<file path="config.mk">
export PLATFORM = sky130hd
export DESIGN_NAME = traffic_light_sequencer_core
export DESIGN_NICKNAME = d
export VERILOG_FILES = /design/src/rtl/core/tls_pkg.sv /design/src/rtl/core/traffic_light_sequencer_core.sv /design/src/rtl/core/tls_regs.sv /design/src/rtl/core/tls_step.sv
export VERILOG_INCLUDE_DIRS = /design/src /design/src/rtl/core
export SDC_FILE = /design/constraint.sdc
export NUM_CORES = 1
export LEC_CHECK = 0
export ABC_AREA = 1
export BUFFER_PORTS_ARGS = -buffer_cell sky130_fd_sc_hd__buf_2
export CELL_PAD_IN_SITES_DETAIL_PLACEMENT = 1
export CELL_PAD_IN_SITES_GLOBAL_PLACEMENT = 1
export CORE_ASPECT_RATIO = 1.4
export CORE_MARGIN = 2
export CORE_UTILIZATION = 47
export CTS_BUF_LIST = sky130_fd_sc_hd__clkbuf_8 sky130_fd_sc_hd__clkbuf_16
export CTS_CLUSTER_SIZE = 12
export DETAILED_ROUTE_END_ITERATION = 6
export GPL_TIMING_DRIVEN = 0
export MAX_ROUTING_LAYER = met4
export PLACE_DENSITY = 0.95
export RECOVER_POWER = 50
export SLEW_MARGIN = 10
export SYNTH_ARGS = -nofsm -noshare
export SYNTH_HDL_FRONTEND = slang
export SYNTH_SLANG_ARGS = --single-unit
</file>
<file path="constraint.sdc">
create_clock -name clk -period 17.6 [get_ports clk]
set_input_delay 4.4 -clock clk [delete_from_list [all_inputs] [get_ports clk]]
set_output_delay 4.4 -clock clk [all_outputs]
set_load 0.01 [all_outputs]
</file>
<file path="src/rtl/core/traffic_light_sequencer_core_macros.svh">
// Assertion macros shared by the traffic light sequencer RTL.
`ifndef TRAFFIC_LIGHT_SEQUENCER_CORE_MACROS_SVH
`define TRAFFIC_LIGHT_SEQUENCER_CORE_MACROS_SVH

`ifndef NO_ASSERTIONS
// Property must hold at every clock edge outside reset.
`define TLS_ASSERT(label, prop) \
  label: assert property (@(posedge clk) disable iff (rst) prop) \
    else $error("traffic light sequencer check failed");
// Expression must never be true outside reset.
`define TLS_ASSERT_NEVER(label, expr) \
  label: assert property (@(posedge clk) disable iff (rst) !(expr)) \
    else $error("traffic light sequencer forbidden condition");
`else
`define TLS_ASSERT(label, prop)
`define TLS_ASSERT_NEVER(label, expr)
`endif

`endif

</file>
<file path="src/rtl/core/tls_pkg.sv">
// Types, codes and constants of the traffic light sequencer.
package tls_pkg;

  localparam int ELAPSED_W = 15;
  localparam int LAMP_W    = 14;
  localparam int IND_W     = 10;
  localparam int LOCK_W    = 10;
  localparam int WIN_W     = 8;
  localparam int CMP_W     = 16;
  localparam int ADDR_W    = 4;
  localparam int DATA_W    = 32;

  // Mode codes.
  localparam logic [1:0] MODE_OFF = 2'd0;
  localparam logic [1:0] MODE_ONE = 2'd1;
  localparam logic [1:0] MODE_TWO = 2'd2;

  // Register indexes on the configuration port.
  localparam logic [1:0] REG_WINDOW_HALF     = 2'd0;
  localparam logic [1:0] REG_LOCKOUT_TICKS   = 2'd1;
  localparam logic [1:0] REG_CYCLE_END       = 2'd2;
  localparam logic [1:0] REG_INDICATOR_TICKS = 2'd3;

  // Register reset values.
  localparam logic [WIN_W-1:0]     RST_WINDOW_HALF     = 8'd50;
  localparam logic [LOCK_W-1:0]    RST_LOCKOUT_TICKS   = 10'd500;
  localparam logic [ELAPSED_W-1:0] RST_CYCLE_END       = 15'd19950;
  localparam logic [IND_W-1:0]     RST_INDICATOR_TICKS = 10'd500;

  // Pattern timing.
  localparam logic [LAMP_W-1:0]    FIRST_LOAD   = 14'd9000;
  localparam logic [LAMP_W-1:0]    GREEN_LOAD   = 14'd7000;
  localparam logic [LAMP_W-1:0]    YELLOW_LOAD  = 14'd1000;
  localparam logic [CMP_W-1:0]     CENTER_Y1    = 16'd6000;
  localparam logic [CMP_W-1:0]     CENTER_Y2    = 16'd8000;
  localparam logic [CMP_W-1:0]     CENTER_G     = 16'd9000;
  localparam logic [CMP_W-1:0]     CENTER_Y3    = 16'd16000;
  localparam logic [CMP_W-1:0]     CENTER_Y4    = 16'd18000;
  localparam logic [ELAPSED_W-1:0] ELAPSED_MAX  = '1;
  localparam logic [LOCK_W-1:0]    LOCK_MAX     = '1;

  typedef struct packed {
    logic [WIN_W-1:0]     window_half;
    logic [LOCK_W-1:0]    lockout_ticks;
    logic [ELAPSED_W-1:0] cycle_end;
    logic [IND_W-1:0]     indicator_ticks;
  } tls_cfg_t;

  typedef struct packed {
    logic [1:0]           mode;
    logic                 cycle_started;
    logic [ELAPSED_W-1:0] cycle_elapsed;
    logic [LAMP_W-1:0]    red_remaining;
    logic [LAMP_W-1:0]    yellow_remaining;
    logic [LAMP_W-1:0]    green_remaining;
    logic [IND_W-1:0]     indicator_remaining;
    logic [LOCK_W-1:0]    lockout_count;
  } tls_state_t;

  typedef struct packed {
    logic       red_lamp;
    logic       yellow_lamp;
    logic       green_lamp;
    logic       press_indicator;
    logic [1:0] mode_now;
  } tls_result_t;

  typedef struct packed {
    logic press_taken;
    logic cycle_done;
  } tls_stat_t;

endpackage

</file>
<file path="src/rtl/core/traffic_light_sequencer_core.sv">
// Top level of the traffic light sequencer: request pipeline, state and config port.
//
// Each input request is one millisecond tick carrying the sampled button
// level, and each tick produces exactly one result request with the four lamp
// levels and the mode after the tick. The block takes one tick per clock
// cycle unless the output stalls: a tick is captured in an input register,
// the whole tick update is a single pass of short counter and compare logic,
// and the result is then written into the output register. The input
// register and the output register are decoupled, so a new tick is accepted
// while a finished result still waits for out_ready; the input side stalls
// only when both registers are full and the output is stalled. Lamps follow
// their timers after the tick's countdown and before any reloads of the same
// tick. A button press is taken only once lockout_ticks ticks have passed
// since the previous accepted press (and since reset), and it steps the mode
// off, pattern one, pattern two, off. The four configuration registers sit at
// byte addresses 0, 4, 8 and 12 (window_half, lockout_ticks, cycle_end,
// indicator_ticks) and should be written only while no tick is in flight.
`include "traffic_light_sequencer_core_macros.svh"
module traffic_light_sequencer_core import tls_pkg::*; (
  input  logic              clk,
  input  logic              rst,
  input  logic              psel,
  input  logic              penable,
  input  logic              pwrite,
  input  logic [ADDR_W-1:0] paddr,
  input  logic [DATA_W-1:0] pwdata,
  output logic [DATA_W-1:0] prdata,
  output logic              pready,
  input  logic              in_valid,
  output logic              in_ready,
  input  logic              button_low,
  output logic              out_valid,
  input  logic              out_ready,
  output logic              red_lamp,
  output logic              yellow_lamp,
  output logic              green_lamp,
  output logic              press_indicator,
  output logic [1:0]        mode_now
);

  tls_cfg_t    cfg;
  tls_state_t  state_q;
  tls_state_t  state_next;
  tls_result_t step_res;
  tls_result_t result_q;
  tls_stat_t   step_stat;

  logic in_valid_q;
  logic button_q;
  logic out_valid_q;
  logic advance;
  logic step_en;

  tls_regs u_regs (
    .clk     (clk),
    .rst     (rst),
    .psel    (psel),
    .penable (penable),
    .pwrite  (pwrite),
    .paddr   (paddr),
    .pwdata  (pwdata),
    .prdata  (prdata),
    .pready  (pready),
    .cfg     (cfg)
  );

  tls_step u_step (
    .state_cur  (state_q),
    .cfg        (cfg),
    .button_low (button_q),
    .state_next (state_next),
    .result     (step_res),
    .stat       (step_stat)
  );

  // The output register moves whenever it is empty or being drained.
  assign advance  = !out_valid_q || out_ready;
  assign step_en  = in_valid_q && advance;
  assign in_ready = !in_valid_q || advance;

  // Input register.
  always_ff @(posedge clk) begin
    if (rst) begin
      in_valid_q <= 1'b0;
    end else if (in_ready) begin
      in_valid_q <= in_valid;
    end
  end

  always_ff @(posedge clk) begin
    if (in_valid && in_ready) begin
      button_q <= button_low;
    end
  end

  // Sequencer state is committed once per tick, as the tick leaves the
  // input register.
  always_ff @(posedge clk) begin
    if (rst) begin
      state_q <= '0;
    end else if (step_en) begin
      state_q <= state_next;
    end
  end

  // Result register.
  always_ff @(posedge clk) begin
    if (rst) begin
      out_valid_q <= 1'b0;
    end else if (advance) begin
      out_valid_q <= in_valid_q;
    end
  end

  always_ff @(posedge clk) begin
    if (step_en) begin
      result_q <= step_res;
    end
  end

  assign out_valid       = out_valid_q;
  assign red_lamp        = result_q.red_lamp;
  assign yellow_lamp     = result_q.yellow_lamp;
  assign green_lamp      = result_q.green_lamp;
  assign press_indicator = result_q.press_indicator;
  assign mode_now        = result_q.mode_now;

  // State only moves when a tick is processed.
  `TLS_ASSERT(a_state_hold, !step_en |=> $stable(state_q))
  // An accepted press restarts the lockout count.
  `TLS_ASSERT(a_press_lockout,
              step_en && step_stat.press_taken |=> state_q.lockout_count == '0)
  // Dropping back to off always leaves the three lamp timers cleared.
  `TLS_ASSERT(a_off_clears,
              step_en && state_q.mode != MODE_OFF && state_next.mode == MODE_OFF |=>
              state_q.red_remaining == '0 && state_q.yellow_remaining == '0 &&
              state_q.green_remaining == '0)
  // Passing the cycle end always leaves the block in off.
  `TLS_ASSERT(a_done_off, step_en && step_stat.cycle_done |=> state_q.mode == MODE_OFF)
  // A running cycle implies an active pattern.
  `TLS_ASSERT_NEVER(a_started_off, state_q.cycle_started && state_q.mode == MODE_OFF)
  // The input side stalls only when both registers are occupied.
  `TLS_ASSERT(a_stall_cause, !in_ready |-> in_valid_q && out_valid_q && !out_ready)

endmodule

</file>
<file path="src/rtl/core/tls_regs.sv">
// APB-style configuration registers of the traffic light sequencer.
module tls_regs import tls_pkg::*; (
  input  logic              clk,
  input  logic              rst,
  input  logic              psel,
  input  logic              penable,
  input  logic              pwrite,
  input  logic [ADDR_W-1:0] paddr,
  input  logic [DATA_W-1:0] pwdata,
  output logic [DATA_W-1:0] prdata,
  output logic              pready,
  output tls_cfg_t          cfg
);

  logic       wr_en;
  logic [1:0] reg_idx;

  assign pready  = 1'b1;
  assign wr_en   = psel && penable && pwrite;
  assign reg_idx = paddr[3:2];

  always_ff @(posedge clk) begin
    if (rst) begin
      cfg.window_half     <= RST_WINDOW_HALF;
      cfg.lockout_ticks   <= RST_LOCKOUT_TICKS;
      cfg.cycle_end       <= RST_CYCLE_END;
      cfg.indicator_ticks <= RST_INDICATOR_TICKS;
    end else if (wr_en) begin
      case (reg_idx)
        REG_WINDOW_HALF:     cfg.window_half     <= pwdata[WIN_W-1:0];
        REG_LOCKOUT_TICKS:   cfg.lockout_ticks   <= pwdata[LOCK_W-1:0];
        REG_CYCLE_END:       cfg.cycle_end       <= pwdata[ELAPSED_W-1:0];
        REG_INDICATOR_TICKS: cfg.indicator_ticks <= pwdata[IND_W-1:0];
        default: ;
      endcase
    end
  end

  always_comb begin
    case (reg_idx)
      REG_WINDOW_HALF:     prdata = {{(DATA_W-WIN_W){1'b0}}, cfg.window_half};
      REG_LOCKOUT_TICKS:   prdata = {{(DATA_W-LOCK_W){1'b0}}, cfg.lockout_ticks};
      REG_CYCLE_END:       prdata = {{(DATA_W-ELAPSED_W){1'b0}}, cfg.cycle_end};
      REG_INDICATOR_TICKS: prdata = {{(DATA_W-IND_W){1'b0}}, cfg.indicator_ticks};
      default:             prdata = '0;
    endcase
  end

endmodule

</file>
<file path="src/rtl/core/tls_step.sv">
// Next-state and lamp logic for one tick of the traffic light sequencer.
module tls_step import tls_pkg::*; (
  input  tls_state_t  state_cur,
  input  tls_cfg_t    cfg,
  input  logic        button_low,
  output tls_state_t  state_next,
  output tls_result_t result,
  output tls_stat_t   stat
);

  // True when elapsed lies within center +/- window_half.
  function automatic logic in_window(input logic [ELAPSED_W-1:0] el,
                                     input logic [WIN_W-1:0]     wh,
                                     input logic [CMP_W-1:0]     center);
    logic [CMP_W-1:0] el_w;
    logic [CMP_W-1:0] wh_w;
    el_w = {{(CMP_W-ELAPSED_W){1'b0}}, el};
    wh_w = {{(CMP_W-WIN_W){1'b0}}, wh};
    return (el_w + wh_w >= center) && (el_w <= center + wh_w);
  endfunction

  function automatic logic [LAMP_W-1:0] dec_lamp(input logic [LAMP_W-1:0] v);
    return (v != '0) ? v - 1'b1 : v;
  endfunction

  tls_state_t s;
  logic [1:0] mode_adv;
  logic       win_yellow;
  logic       win_green;

  always_comb begin
    s = state_cur;
    stat = '0;

    // Timers count down first; the lamps show the counted-down values.
    s.red_remaining    = dec_lamp(state_cur.red_remaining);
    s.yellow_remaining = dec_lamp(state_cur.yellow_remaining);
    s.green_remaining  = dec_lamp(state_cur.green_remaining);
    s.indicator_remaining = (state_cur.indicator_remaining != '0) ?
                            state_cur.indicator_remaining - 1'b1 : '0;

    result.red_lamp        = (s.red_remaining != '0);
    result.yellow_lamp     = (s.yellow_remaining != '0);
    result.green_lamp      = (s.green_remaining != '0);
    result.press_indicator = (s.indicator_remaining != '0);

    if (s.lockout_count != LOCK_MAX) begin
      s.lockout_count = s.lockout_count + 1'b1;
    end

    case (state_cur.mode)
      MODE_OFF: mode_adv = MODE_ONE;
      MODE_ONE: mode_adv = MODE_TWO;
      default:  mode_adv = MODE_OFF;
    endcase

    // An accepted press steps the mode and restarts the pattern.
    if (button_low && (s.lockout_count >= cfg.lockout_ticks)) begin
      stat.press_taken      = 1'b1;
      s.lockout_count       = '0;
      s.indicator_remaining = cfg.indicator_ticks;
      s.mode                = mode_adv;
      s.cycle_started       = 1'b0;
      s.cycle_elapsed       = '0;
      s.red_remaining       = '0;
      s.yellow_remaining    = '0;
      s.green_remaining     = '0;
    end

    win_yellow = 1'b0;
    win_green  = 1'b0;
    if (s.mode != MODE_OFF) begin
      if (!s.cycle_started) begin
        s.cycle_started = 1'b1;
        s.cycle_elapsed = '0;
        if (s.mode == MODE_ONE) begin
          s.red_remaining = FIRST_LOAD;
        end else begin
          s.green_remaining = FIRST_LOAD;
        end
      end else if (s.cycle_elapsed != ELAPSED_MAX) begin
        s.cycle_elapsed = s.cycle_elapsed + 1'b1;
      end

      win_yellow = in_window(s.cycle_elapsed, cfg.window_half, CENTER_Y1) ||
                   in_window(s.cycle_elapsed, cfg.window_half, CENTER_Y2) ||
                   in_window(s.cycle_elapsed, cfg.window_half, CENTER_Y3) ||
                   in_window(s.cycle_elapsed, cfg.window_half, CENTER_Y4);
      win_green  = in_window(s.cycle_elapsed, cfg.window_half, CENTER_G);

      // The early yellow windows take priority over the green window.
      if (in_window(s.cycle_elapsed, cfg.window_half, CENTER_Y1) ||
          in_window(s.cycle_elapsed, cfg.window_half, CENTER_Y2)) begin
        s.yellow_remaining = YELLOW_LOAD;
      end else if (win_green) begin
        s.green_remaining = GREEN_LOAD;
      end else if (win_yellow) begin
        s.yellow_remaining = YELLOW_LOAD;
      end

      if (s.cycle_elapsed > cfg.cycle_end) begin
        stat.cycle_done    = 1'b1;
        s.mode             = MODE_OFF;
        s.cycle_started    = 1'b0;
        s.cycle_elapsed    = '0;
        s.red_remaining    = '0;
        s.yellow_remaining = '0;
        s.green_remaining  = '0;
      end
    end

    result.mode_now = s.mode;
    state_next = s;
  end

endmodule
</file>
======== Word-level counts from Yosys, hierarchy flattened ========
Index checks and enable logic that the tools add are counted.
word-level totals
  input port bits ......................... 44
  word-level logic and storage cells ...... 105
  output and inout bits ................... 41
  register bits ........................... 132
cells by class
  eq/ne operators ......................... 7
  multiplexer cells ....................... 22
  order comparisons ....................... 12
  add/subtract/negate cells ............... 12
  reduce and logical (&&, ||, !) cells .... 32
operators with widths
  kind                     number
  $mux W14                 12
  $pmux W32 S4             1
  $mux W60                 2
  $reduce_bool A14 Y1      6
  $le A15 B16 Y1           5
  $mux W80                 1
  $mux W15                 3
  $sub A14 B1 Y14 const B  3
  $ge A16 B13 Y1 const B   2
  $ge A16 B14 Y1 const B   2
  $add A14 B8 Y15 const A  2
  $add A13 B8 Y14 const A  2
  $mux W10                 2
  $reduce_bool A10 Y1      2
  $add A15 B8 Y16          1
  $add A15 B8 Y16 const A  1
  $ge A16 B15 Y1 const B   1
  $add A15 B1 Y15 const B  1
  $gt A15 B15 Y1           1
  $ne A15 B15 Y1 const B   1
  $add A10 B1 Y10 const B  1
  $ge A10 B10 Y1           1
  $logic_and A1 B1 Y1      10
  $ne A10 B10 Y1 const B   1
  other kinds (9)          21

======== Logic depth before layout (Yosys ltp) ========
Gate-level depths: netlist of run 1.
  depth after elaboration ................. 20
  gate-level depth with buffers ........... 56
  gate-level depth less buffers ........... 54

======== Hierarchy ========
A second synthesis of run 1 with hierarchy kept.
unflattened totals
  cell total of the unflattened synthesis .. 1954
  area total of the unflattened synthesis .. 11880.1 um^2
modules (own cells, without submodules)
  module                        times used  cells an instance  sequential area each (um^2)  area an instance (um^2)
  tls_step                      1           1099               0.0                          6007.0
  traffic_light_sequencer_core  1           543                1851.8                       3826.2
  tls_regs                      1           312                860.8                        2047.0

======== Least setup slack after synthesis of run 1 ========
No wires, ideal clock.
  kind .................................... input -> output
  from .................................... input paddr[2]
  to ...................................... output prdata[7]
  buffers on the path ..................... 1
  data required time ...................... 13200 ps
  stages .................................. 6
  slack ................................... 7968 ps
  arrival ................................. 5232 ps
  cell sequence ........................... inv_1 > nand2_1 > clkbuf_1 > nor2_1 > a221oi_1 > o21ai_0
between the ends
  cells in the longest elaborated chain, start to end .. 2
  elaborated cells between the ends (all ways) .. 5
  those cells by class .................... 3 x eq/ne; 1 x mux; 1 x reduce/logical
ends and longest elaborated chain
  element                                     line                                RTL
  start: declaration                          traffic_light_sequencer_core.sv:25  input logic [ADDR_W-1:0] paddr,
  $eq A2 B2 Y1, or another cell as far along  tls_regs.sv:40                      case (reg_idx)
  $pmux W32 S4 *                              tls_regs.sv:40
  end: declaration                            traffic_light_sequencer_core.sv:27  output logic [DATA_W-1:0] prdata,
Mark *: on every way between the ends. The rest lies on a longest branch, timed or not. The select of a mux whose other input is x is not followed.

======== Worst setup path in the final report of run 1 ========
  from .................................... input paddr[2]
  to ...................................... output prdata[3]
Same word-level chain as after synthesis.

==> results of run 1 <==
power by group through the flow:
stage | registers, mW | clock network (mW) | logic (mW)
global route | 0.363 | 0.360 | 0.573
finish | 0.361 | 0.349 | 0.514
floorplan | 0.355 | 0 | 0.369
CTS | 0.359 | 0.348 | 0.504
global placement | 0.362 | 0 | 0.456
detailed placement | 0.364 | 0 | 0.481
synthesized netlist by cell type (2+ instances only):
library cell and instances:
and2_1 2, nand2_1 364, nor2_4 9, buf_6 2, nor2_1 160, o21a_1 5, nor3_1 21, o211ai_1 33
a221oi_1 5, buf_2 4, inv_1 176, a211oi_1 4, a2111oi_0 2, nor2_2 4, nand3b_1 5, o21ai_0 103
buf_4 18, dfxtp_1 125, a21o_1 3, conb_1 2, nand4_1 21, xor2_1 39, a31oi_1 30, xnor2_1 12
nand3_2 9, clkbuf_1 41, o221ai_1 2, o2111ai_1 3, nand2_4 10, or2_2 3, nand2_2 19, inv_2 5
buf_1 2, nor4_1 15, o311ai_0 2, edfxtp_1 7, o21bai_1 4, ha_1 74, a21oi_1 108, or4_1 3
nand3_1 107
registers in the layout (all words and copies together), names as in the netlist:
register	flops
in_valid_q	1
press_indicator	1
u_regs.cfg	43
state_q	80
mode_now	2
out_valid	1
yellow_lamp	1
red_lamp	1
button_q	1
green_lamp	1
tightest hold or removal path: stages, from the launching register on:
cell and delay [ns]:
dfxtp_1 0.32, nand2_1 0.07, a21oi_1 0.06
worst max path at each step:
stage | startpoint | end | slack [ns] | cells past startpoint
6_report | paddr[2] | prdata[3] | 7.28 | 8
5_1_grt | paddr[2] | prdata[3] | 7.18 | 8
4_1_cts | paddr[2] | prdata[7] | 7.39 | 8
3_5_place_dp | paddr[2] | prdata[7] | 7.36 | 8
3_3_place_gp | paddr[2] | prdata[7] | 7.33 | 8
2_1_floorplan | paddr[2] | prdata[7] | 7.97 | 6
cells by family (layout without fill, tap and decap cells):
kind of cell,after synthesis,count (layout),synth area share [%]
flops,132,132,26.32
xor+xnor,51,51,4.335
other cells,2,18,0.07288
fa+ha+maj,75,75,9.179
buf+inv,250,328,10.11
simple gates,755,755,32.94
compound gates,307,307,17.04
per-layer routing:
layer  share of wire (%)  wire (um)  up-vias  track usage [%]
met5                   0          0        -                -
met4                 6.4       2477        0            22.33
met3                 4.1       1588      189            5.282
met2                  51      19970      396            62.85
met1                  38      14830     5566            34.54
li1                    -          -     5366                -
cell type report:
cell class / instances / share of cell area [%]
timing repair buffer: 46 / 1.901
inverter: 182 / 5.932
buffer: 68 / 3.118
clock buffer: 17 / 3.694
multi-input combinational: 1206 / 57.40
clock inverter: 15 / 1.173
sequential: 132 / 23.56
tap: 297 / 3.227
metrics by stage:
step	cell area [um2]	utilization [%]
after CTS	11530	53.12
after global routing	11520	53.07
after global placement	10970	50.54
after floorplan	10360	-
final	11520	53.07
after detailed placement	10970	50.54
==> impl_metrics.ini, run 1 <==
[global_routing]
grt_overflow = 0
grt_pass1_vias = 12170
grt_pass1_wl_um = 61180
grtUsageTotal_pct = 34.80
antenna_found_initial = 0
grt_start_max_net_pins = 17

[hold_path]
min_path_cells = 2
min_to = state_q[3]
worstHoldStart = state_q[3]
hold_class = flip-flop to flip-flop

[timing]
setup_viol = 0
hold_ws_ns = 0.4889
setup_slack_ns = 7.283
fin_crit_ns = 10.32
timing.final.crit_share_pct = 58.62
worst_slew_pin_slew_ns = 1.132
grt_setup_unrepaired = no
slew_viol_final = 0
final_hold_viol_count = 0
fin_skew_ns = 0.01077
relSlewSlack_pct = 24.11
max_freq_mhz = 96.93
tns_ns = 0

[pwr]
finalPower_mw = 1.224
powerDensity_mw_per_mm2 = 106.3
internal_power_uw = 694.6
pwr-share-clk_pct = 28.5
power_switching_uw = 529.2
p_seq_share_pct = 29.5
leakage_nw = 5.409
combPwrFrac_pct = 42.0
peakVddDrop_mv = 0.07238
switching_share_pct = 43.24

[place]
post-place-ws_ns = 7.359
gp_congestion = 0.9778
io_buffers = 46
dp.cells = 1931
dp_hpwl_um = 28830

[status]
status = completed

[synthesis]
syn-cell-area_mm2 = 0.01030
ys_ff_latch = 132
ys_top_cells_by_area = dfxtp_1 (24%), nand2_1 (13%), ha_1 (9.0%), inv_1 (6.4%), nor2_1 (5.8%)
yosys_warnings = 0
synth_cell_types = 50
synth_top_area_share_pct = 24.28
synth_cells = 1572
seq_area_frac_synth_pct = 26.32
synth_top_cell_by_area = dfxtp_1
synth_edf_count = 7
synth_ff_type = dfxtp_1
synth_area_per_cell_um2 = 6.555
async_flop_share_pct = 0

[clock_tree]
clk_pin_slew_ns = 0.06
clk_path_buf_depth = 2
root_buffer = clkbuf_16
clock-sinks = 132
cts_tree = done
insertion_delay_ns = 0.44
cts_setup_buffers = 0
numCtsBuffers = 17
postCtsHoldBufs = 0
cts_resized = 0
cts_max_level = 4

[critical_path]
critPathTopFamily = buffers and inverters
worstReg2RegStart = state_q[0]
cp_data_required_time_ns = 13.20
crit_slowest_cell = clkbuf_1
cpPeakStageDelay_ns = 0.47
r2r_end = state_q[68]
worst-setup-path-type = primary input to output port
cp.buffers_inverters = 4
reg2reg_depth = 45
worstPathArrival_ns = 5.92
crit_chain = clkbuf_1, inv_1, nand2_1, clkbuf_1, o21ai_0, a21oi_1, o21ai_0, buf_2
r2r_slack_ns = 8.87
path_max_fanout = 10
start_kind = primary input
endpoint_kind = output port

[floorplanning]
top_level_ports = 85
start_util_pct = 47.49
row_count = 64
dieHeight_um = 179.2
core_mm2 = 0.02170
die_w_um = 129.1
die_area_mm2 = 0.02314

[run]
maxCapViolCount = 0

[detailed_routing]
routed_wl_um = 38860
drc_errors = 0
routedWlPerCell_um = 19.80
ant_nets = 0
viasPerCell = 5.867
via_count = 11520
drt_pass1_iterations = 5
drtIter0Drc = 629

[layout]
num-fill-cells = 2941
regArea_mm2 = 0.002713
syn_to_final_growth_pct = 11.75
multi_input_area_mm2 = 0.006610
antenna_cells = 0
layout.cells.most_common = nand2_1
nNetsFinal = 1772
mostFrequentLayoutCells = nand2_1 (364), inv_1 (178), nor2_1 (160), dfxtp_1 (125), a21oi_1 (108)
drive_above_1_share_pct = 9.124
layoutNonFillerInstCount = 1963
(Power assumes the default switching activity.)
==> run 2, diff against run 1 <==
- ABC_AREA: 1 -> 0
- CORE_UTILIZATION: 47 -> 45
- PLACE_DENSITY: 0.95 -> 0.9
- clock period: 17.6 -> 9.94 ns (I/O delays scaled with it)
==> impl_metrics.ini, run 2 <==
[status]
status = completed

[timing]
final_hold_viol_count = 0
grt_setup_unrepaired = no
fin_skew_ns = 0.01322
max_freq_mhz = 106.9
setup_viol = 0
fin_crit_ns = 9.354
worst_slew_pin_slew_ns = 1.112
setup_slack_ns = 0.5858
tns_ns = 0
slew_viol_final = 0
relSlewSlack_pct = 25.67
timing.final.crit_share_pct = 94.11

[critical_path]
crit_slowest_cell = o21ai_0
r2r_slack_ns = 0.59
cp_data_required_time_ns = 10.31
endpoint_kind = flip-flop
worstPathArrival_ns = 9.72
path_max_fanout = 10
cpPeakStageDelay_ns = 0.60
r2r_end = state_q[52]
worst-setup-path-type = flip-flop to flip-flop
start_kind = flip-flop
reg2reg_depth = 33
worstReg2RegStart = state_q[3]

[layout]
largest_reg_flops = 80
mostFrequentLayoutCells = nor2_1 (190), dfxtp_1 (125), nand2_1 (102), a21oi_1 (85), ha_1 (74)
regMostFlops = state_q
syn_to_final_growth_pct = 12.78
nNetsFinal = 1504
final_cell_area_mm2 = 0.01132
drive_above_1_share_pct = 9.878
layout.cells.most_common = nor2_1

[hold_path]
min_path_cells = 2
min_to = state_q[18]
hold_class = flip-flop to flip-flop
worstHoldStart = state_q[18]

[synthesis]
synth_common_cells = nor2_1 (190), dfxtp_1 (125), nand2_1 (102)
ys_ff_latch = 132
synth_ff_type = dfxtp_1
synth_top_area_share_pct = 24.94
synth_cell_types = 93
synth_cells = 1306
synth_top_cell_by_area = dfxtp_1
seq_area_frac_synth_pct = 27.04
async_flop_share_pct = 0
syn-cell-area_mm2 = 0.01003
synth_area_per_cell_um2 = 7.683
yosysMostFrequentCell = nor2_1
yosys_warnings = 0
ys_top_cells_by_area = dfxtp_1 (25%), ha_1 (9.2%), nor2_1 (7.1%), a21oi_1 (4.2%), nand2_1 (3.8%)
synth_edf_count = 7

[floorplanning]
dieHeight_um = 180.7
die_area_mm2 = 0.02352
start_util_pct = 45.90
row_count = 64
core_mm2 = 0.02186
top_level_ports = 85
die_w_um = 130.2

[clock_tree]
clk_path_buf_depth = 2
postCtsHoldBufs = 0
insertion_delay_ns = 0.45
clock-sinks = 132
cts_setup_buffers = 0
cts_resized = 0
clk_pin_slew_ns = 0.06
numCtsBuffers = 17
cts_tree = done
root_buffer = clkbuf_16
cts_max_level = 4

[detailed_routing]
routedWlPerCell_um = 22.65
drt_pass1_iterations = 5
via_count = 10820
routed_wl_um = 38390
viasPerCell = 6.386
drc_errors = 0
drtIter0Drc = 822
ant_nets = 0

[global_routing]
grt_pass1_wl_um = 59930
grtUsageTotal_pct = 33.43
grt_overflow = 0
antenna_found_initial = 1
grt_pass1_vias = 11230
grt_start_max_net_pins = 17

[place]
dp_hpwl_um = 28030
post-place-ws_ns = 1.043
placed_area_mm2 = 0.01069
gp_congestion = 0.9777
io_buffers = 44

[pwr]
peakVddDrop_mv = 0.1278
leakage_nw = 4.625
finalPower_mw = 1.893
powerDensity_mw_per_mm2 = 167.3

[run]
maxCapViolCount = 0
run 2: changes by cell type after synthesis, sizes merged, moves of 21 or more:
cell / before / now
xor2: 39 / 11
nand3: 116 / 39
nor3: 21 / 48
nand2: 393 / 102
mux2i: 0 / 25
o21ai: 104 / 75
a211o: 0 / 28
a22oi: 0 / 29
o211ai: 33 / 7
nor2b: 0 / 21
a21oi: 109 / 88
inv: 181 / 63
run 2: area by class of cell:
cell class              instances  area (um2)
repair buffers                 44       210.2
multi-input cells            1046        6768
plain buffers                  80       384.1
flip-flops and latches        132        2713
inverters                      64       240.2
clock buffers                  21       480.5
diodes                          1       2.502
well taps                     297       371.6
fillers                      2788       10550
clock inverters                10       146.4
run 2: worst max-delay path by stage:
stage / startpoint / endpoint / slack (ns) / depth (start not counted)
6_report: state_q[3] / state_q[52] / 0.59 / 33
5_1_grt: state_q[3] / state_q[48] / 0.1 / 34
3_3_place_gp: state_q[3] / state_q[48] / 1.26 / 34
3_5_place_dp: state_q[3] / state_q[48] / 1.04 / 34
2_1_floorplan: state_q[3] / state_q[29] / 3.23 / 31
4_1_cts: state_q[3] / state_q[52] / 0.70 / 33
run 2: per-stage QoR:
step | instances | utilization (%) | hold slack, ns
final | 1695 | 51.76 | 0.4885
after global routing | 1695 | 51.76 | 0.5169
after CTS | 1694 | 51.75 | 0.4855
after detailed placement | 1663 | 48.88 | 0.4740
after global placement | 1663 | 48.88 | 0.4581
after floorplan | 1322 | - | 0.4420
run 2: critical path: cells and delay by family (launching register included):
family	cells	cell delay, ns
flops	1	0.31
compound gates	10	2.95
buf+inv	2	0.76
simple gates	16	3.83
fa+ha+maj	3	0.93
xor+xnor	2	0.47
run 2: logic make-up after synthesis:
logic type | synth area share (%)
AOI/OAI and AO/OA | 22.31
xor gates and xnor gates | 3.205
adders and majority gates | 9.727
buffers and inverters | 6.248
DFF | 27.04
muxes | 4.626
other | 0.07485
and+or+nand+nor | 26.77
run 2: where the power goes:
part | internal [mW] | switching (mW)
registers | 0.572 | 0.0450
logic | 0.211 | 0.380
clock network | 0.422 | 0.264
run 2: layer usage:
layer / GRT usage, % / wire (um) / vias to the layer above
met3: 4.691 / 2088 / 168
met1: 35.18 / 14230 / 5340
met2: 57.09 / 19620 / 470
li1: - / - / 4846
met4: 22.41 / 2457 / 0
met5: - / 0 / -
==> run 3, diff against run 2 <==
- clock period: 9.94 -> 9.2 ns (I/O delays scaled with it)
==> impl_metrics.ini, run 3 (synthesis gave the netlist of run 2 again) <==
[timing]
max_freq_mhz = 113.2
setup_slack_ns = 0.3660
fin_skew_ns = 0.01197
relSlewSlack_pct = 23.79
worst_slew_pin_slew_ns = 1.141
setup_viol = 0
hold_ws_ns = 0.4884
slew_viol_final = 0
tns_ns = 0
timing.final.crit_share_pct = 96.02
final_hold_viol_count = 0
fin_crit_ns = 8.834

[detailed_routing]
ant_nets = 0
drtIter0Drc = 935
viasPerCell = 6.473
routed_wl_um = 39430
routedWlPerCell_um = 23.18
drt_pass1_iterations = 5
via_count = 11010
drc_errors = 0

[critical_path]
worstReg2RegStart = state_q[3]
path_max_fanout = 10
worst-setup-path-type = flip-flop to flip-flop
start_kind = flip-flop
startpoint = state_q[3]
endpoint_kind = flip-flop
worstPathArrival_ns = 9.22
crit_slowest_cell = a211oi_1
cp_data_required_time_ns = 9.58
cpPeakStageDelay_ns = 0.63

[global_routing]
antenna_found_initial = 0
grt_start_max_net_pins = 17
grt_overflow = 0
grt_pass1_vias = 11280
grt_pass1_wl_um = 60010
grtUsageTotal_pct = 33.53

[floorplanning]
core_mm2 = 0.02186
dieHeight_um = 180.7
die_area_mm2 = 0.02352
start_util_pct = 45.90
die_w_um = 130.2
row_count = 64
top_level_ports = 85

[pwr]
finalPower_mw = 2.044
leakage_nw = 4.657
peakVddDrop_mv = 0.1407
powerDensity_mw_per_mm2 = 179.1

[place]
io_buffers = 44
placed_area_mm2 = 0.01069
dp_hpwl_um = 28030
post-place-ws_ns = 0.3030
dp.cells = 1663
gp_congestion = 0.9777

[status]
status = completed

[clock_tree]
clk_path_buf_depth = 2
numCtsBuffers = 17
root_buffer = clkbuf_16
insertion_delay_ns = 0.45
cts_tree = done
clk_pin_slew_ns = 0.06
clock-sinks = 132
cts_max_level = 4
postCtsHoldBufs = 0

[layout]
drive_above_1_share_pct = 11.18
syn_to_final_growth_pct = 13.73
antenna_cells = 0
mostFrequentLayoutCells = nor2_1 (187), dfxtp_1 (125), nand2_1 (102), a21oi_1 (84), ha_1 (74)
largest_reg_flops = 80
regMostFlops = state_q
nNetsFinal = 1511
final_core_util_pct = 52.20
layout.cells.most_common = nor2_1
layoutNonFillerInstCount = 1701
final_cell_area_mm2 = 0.01141

[hold_path]
hold_class = flip-flop to flip-flop
worstHoldStart = state_q[18]

[run]
maxCapViolCount = 0
run 3: changes by cell type in the layout (fill, tap and decap cells not counted), sizes merged:
cell,change
buf,+10
clkbuf,-3
clkinvlp,+1
diode,-1
inv,-1
run 3: timing repair:
item | in CTS | in global routing
endpoints found under the setup margin | 4 | 54
buffers inserted | 0 | 7
cloned | 0 | 0
resized for setup | 1 | 12
pin swaps | 0 | 4
endpoints found under the hold margin | 0 | 0
run 3: final timing paths:
path                       to  slack, ns  cells after the start
setup / recovery  state_q[39]       0.37                     33
hold / removal    state_q[18]       0.49                      2
setup reg to reg  state_q[39]       0.37                     33
hold reg to reg   state_q[18]       0.49                      2
run 3: power breakdown:
group / switching (mW) / internal, mW
Sequential: 0.0487 / 0.618
Clock: 0.283 / 0.456
Combinational: 0.411 / 0.228
run 3: final cells by class:
type / count / area [um2]
fill: 2769 / 10450
multi-input combinational: 1046 / 6805
clock buffer: 21 / 480.5
buffer: 80 / 386.6
sequential: 132 / 2713
timing repair buffer: 51 / 264.0
clock inverter: 10 / 146.4
inverter: 64 / 244.0
tap: 297 / 371.6
run 3: worst max-delay path, delay by kind of cell (launching register included):
| family | cells | cell delay (ns) |
|---|---|---|
| and+or+nand+nor | 15 | 3.08 |
| adders and majority gates | 3 | 0.98 |
| DFF | 1 | 0.31 |
| AOI/OAI and AO/OA | 11 | 3.34 |
| xor gates and xnor gates | 2 | 0.38 |
| buffers and inverters | 2 | 0.67 |
run 3: layer usage:
metal	share of wire (%)	vias to the layer above	global-route usage, %
li1	-	4868	-
met1	37	5413	35.11
met2	50	536	57.42
met3	5.9	194	4.958
met4	6.8	0	22.15
met5	0	-	-
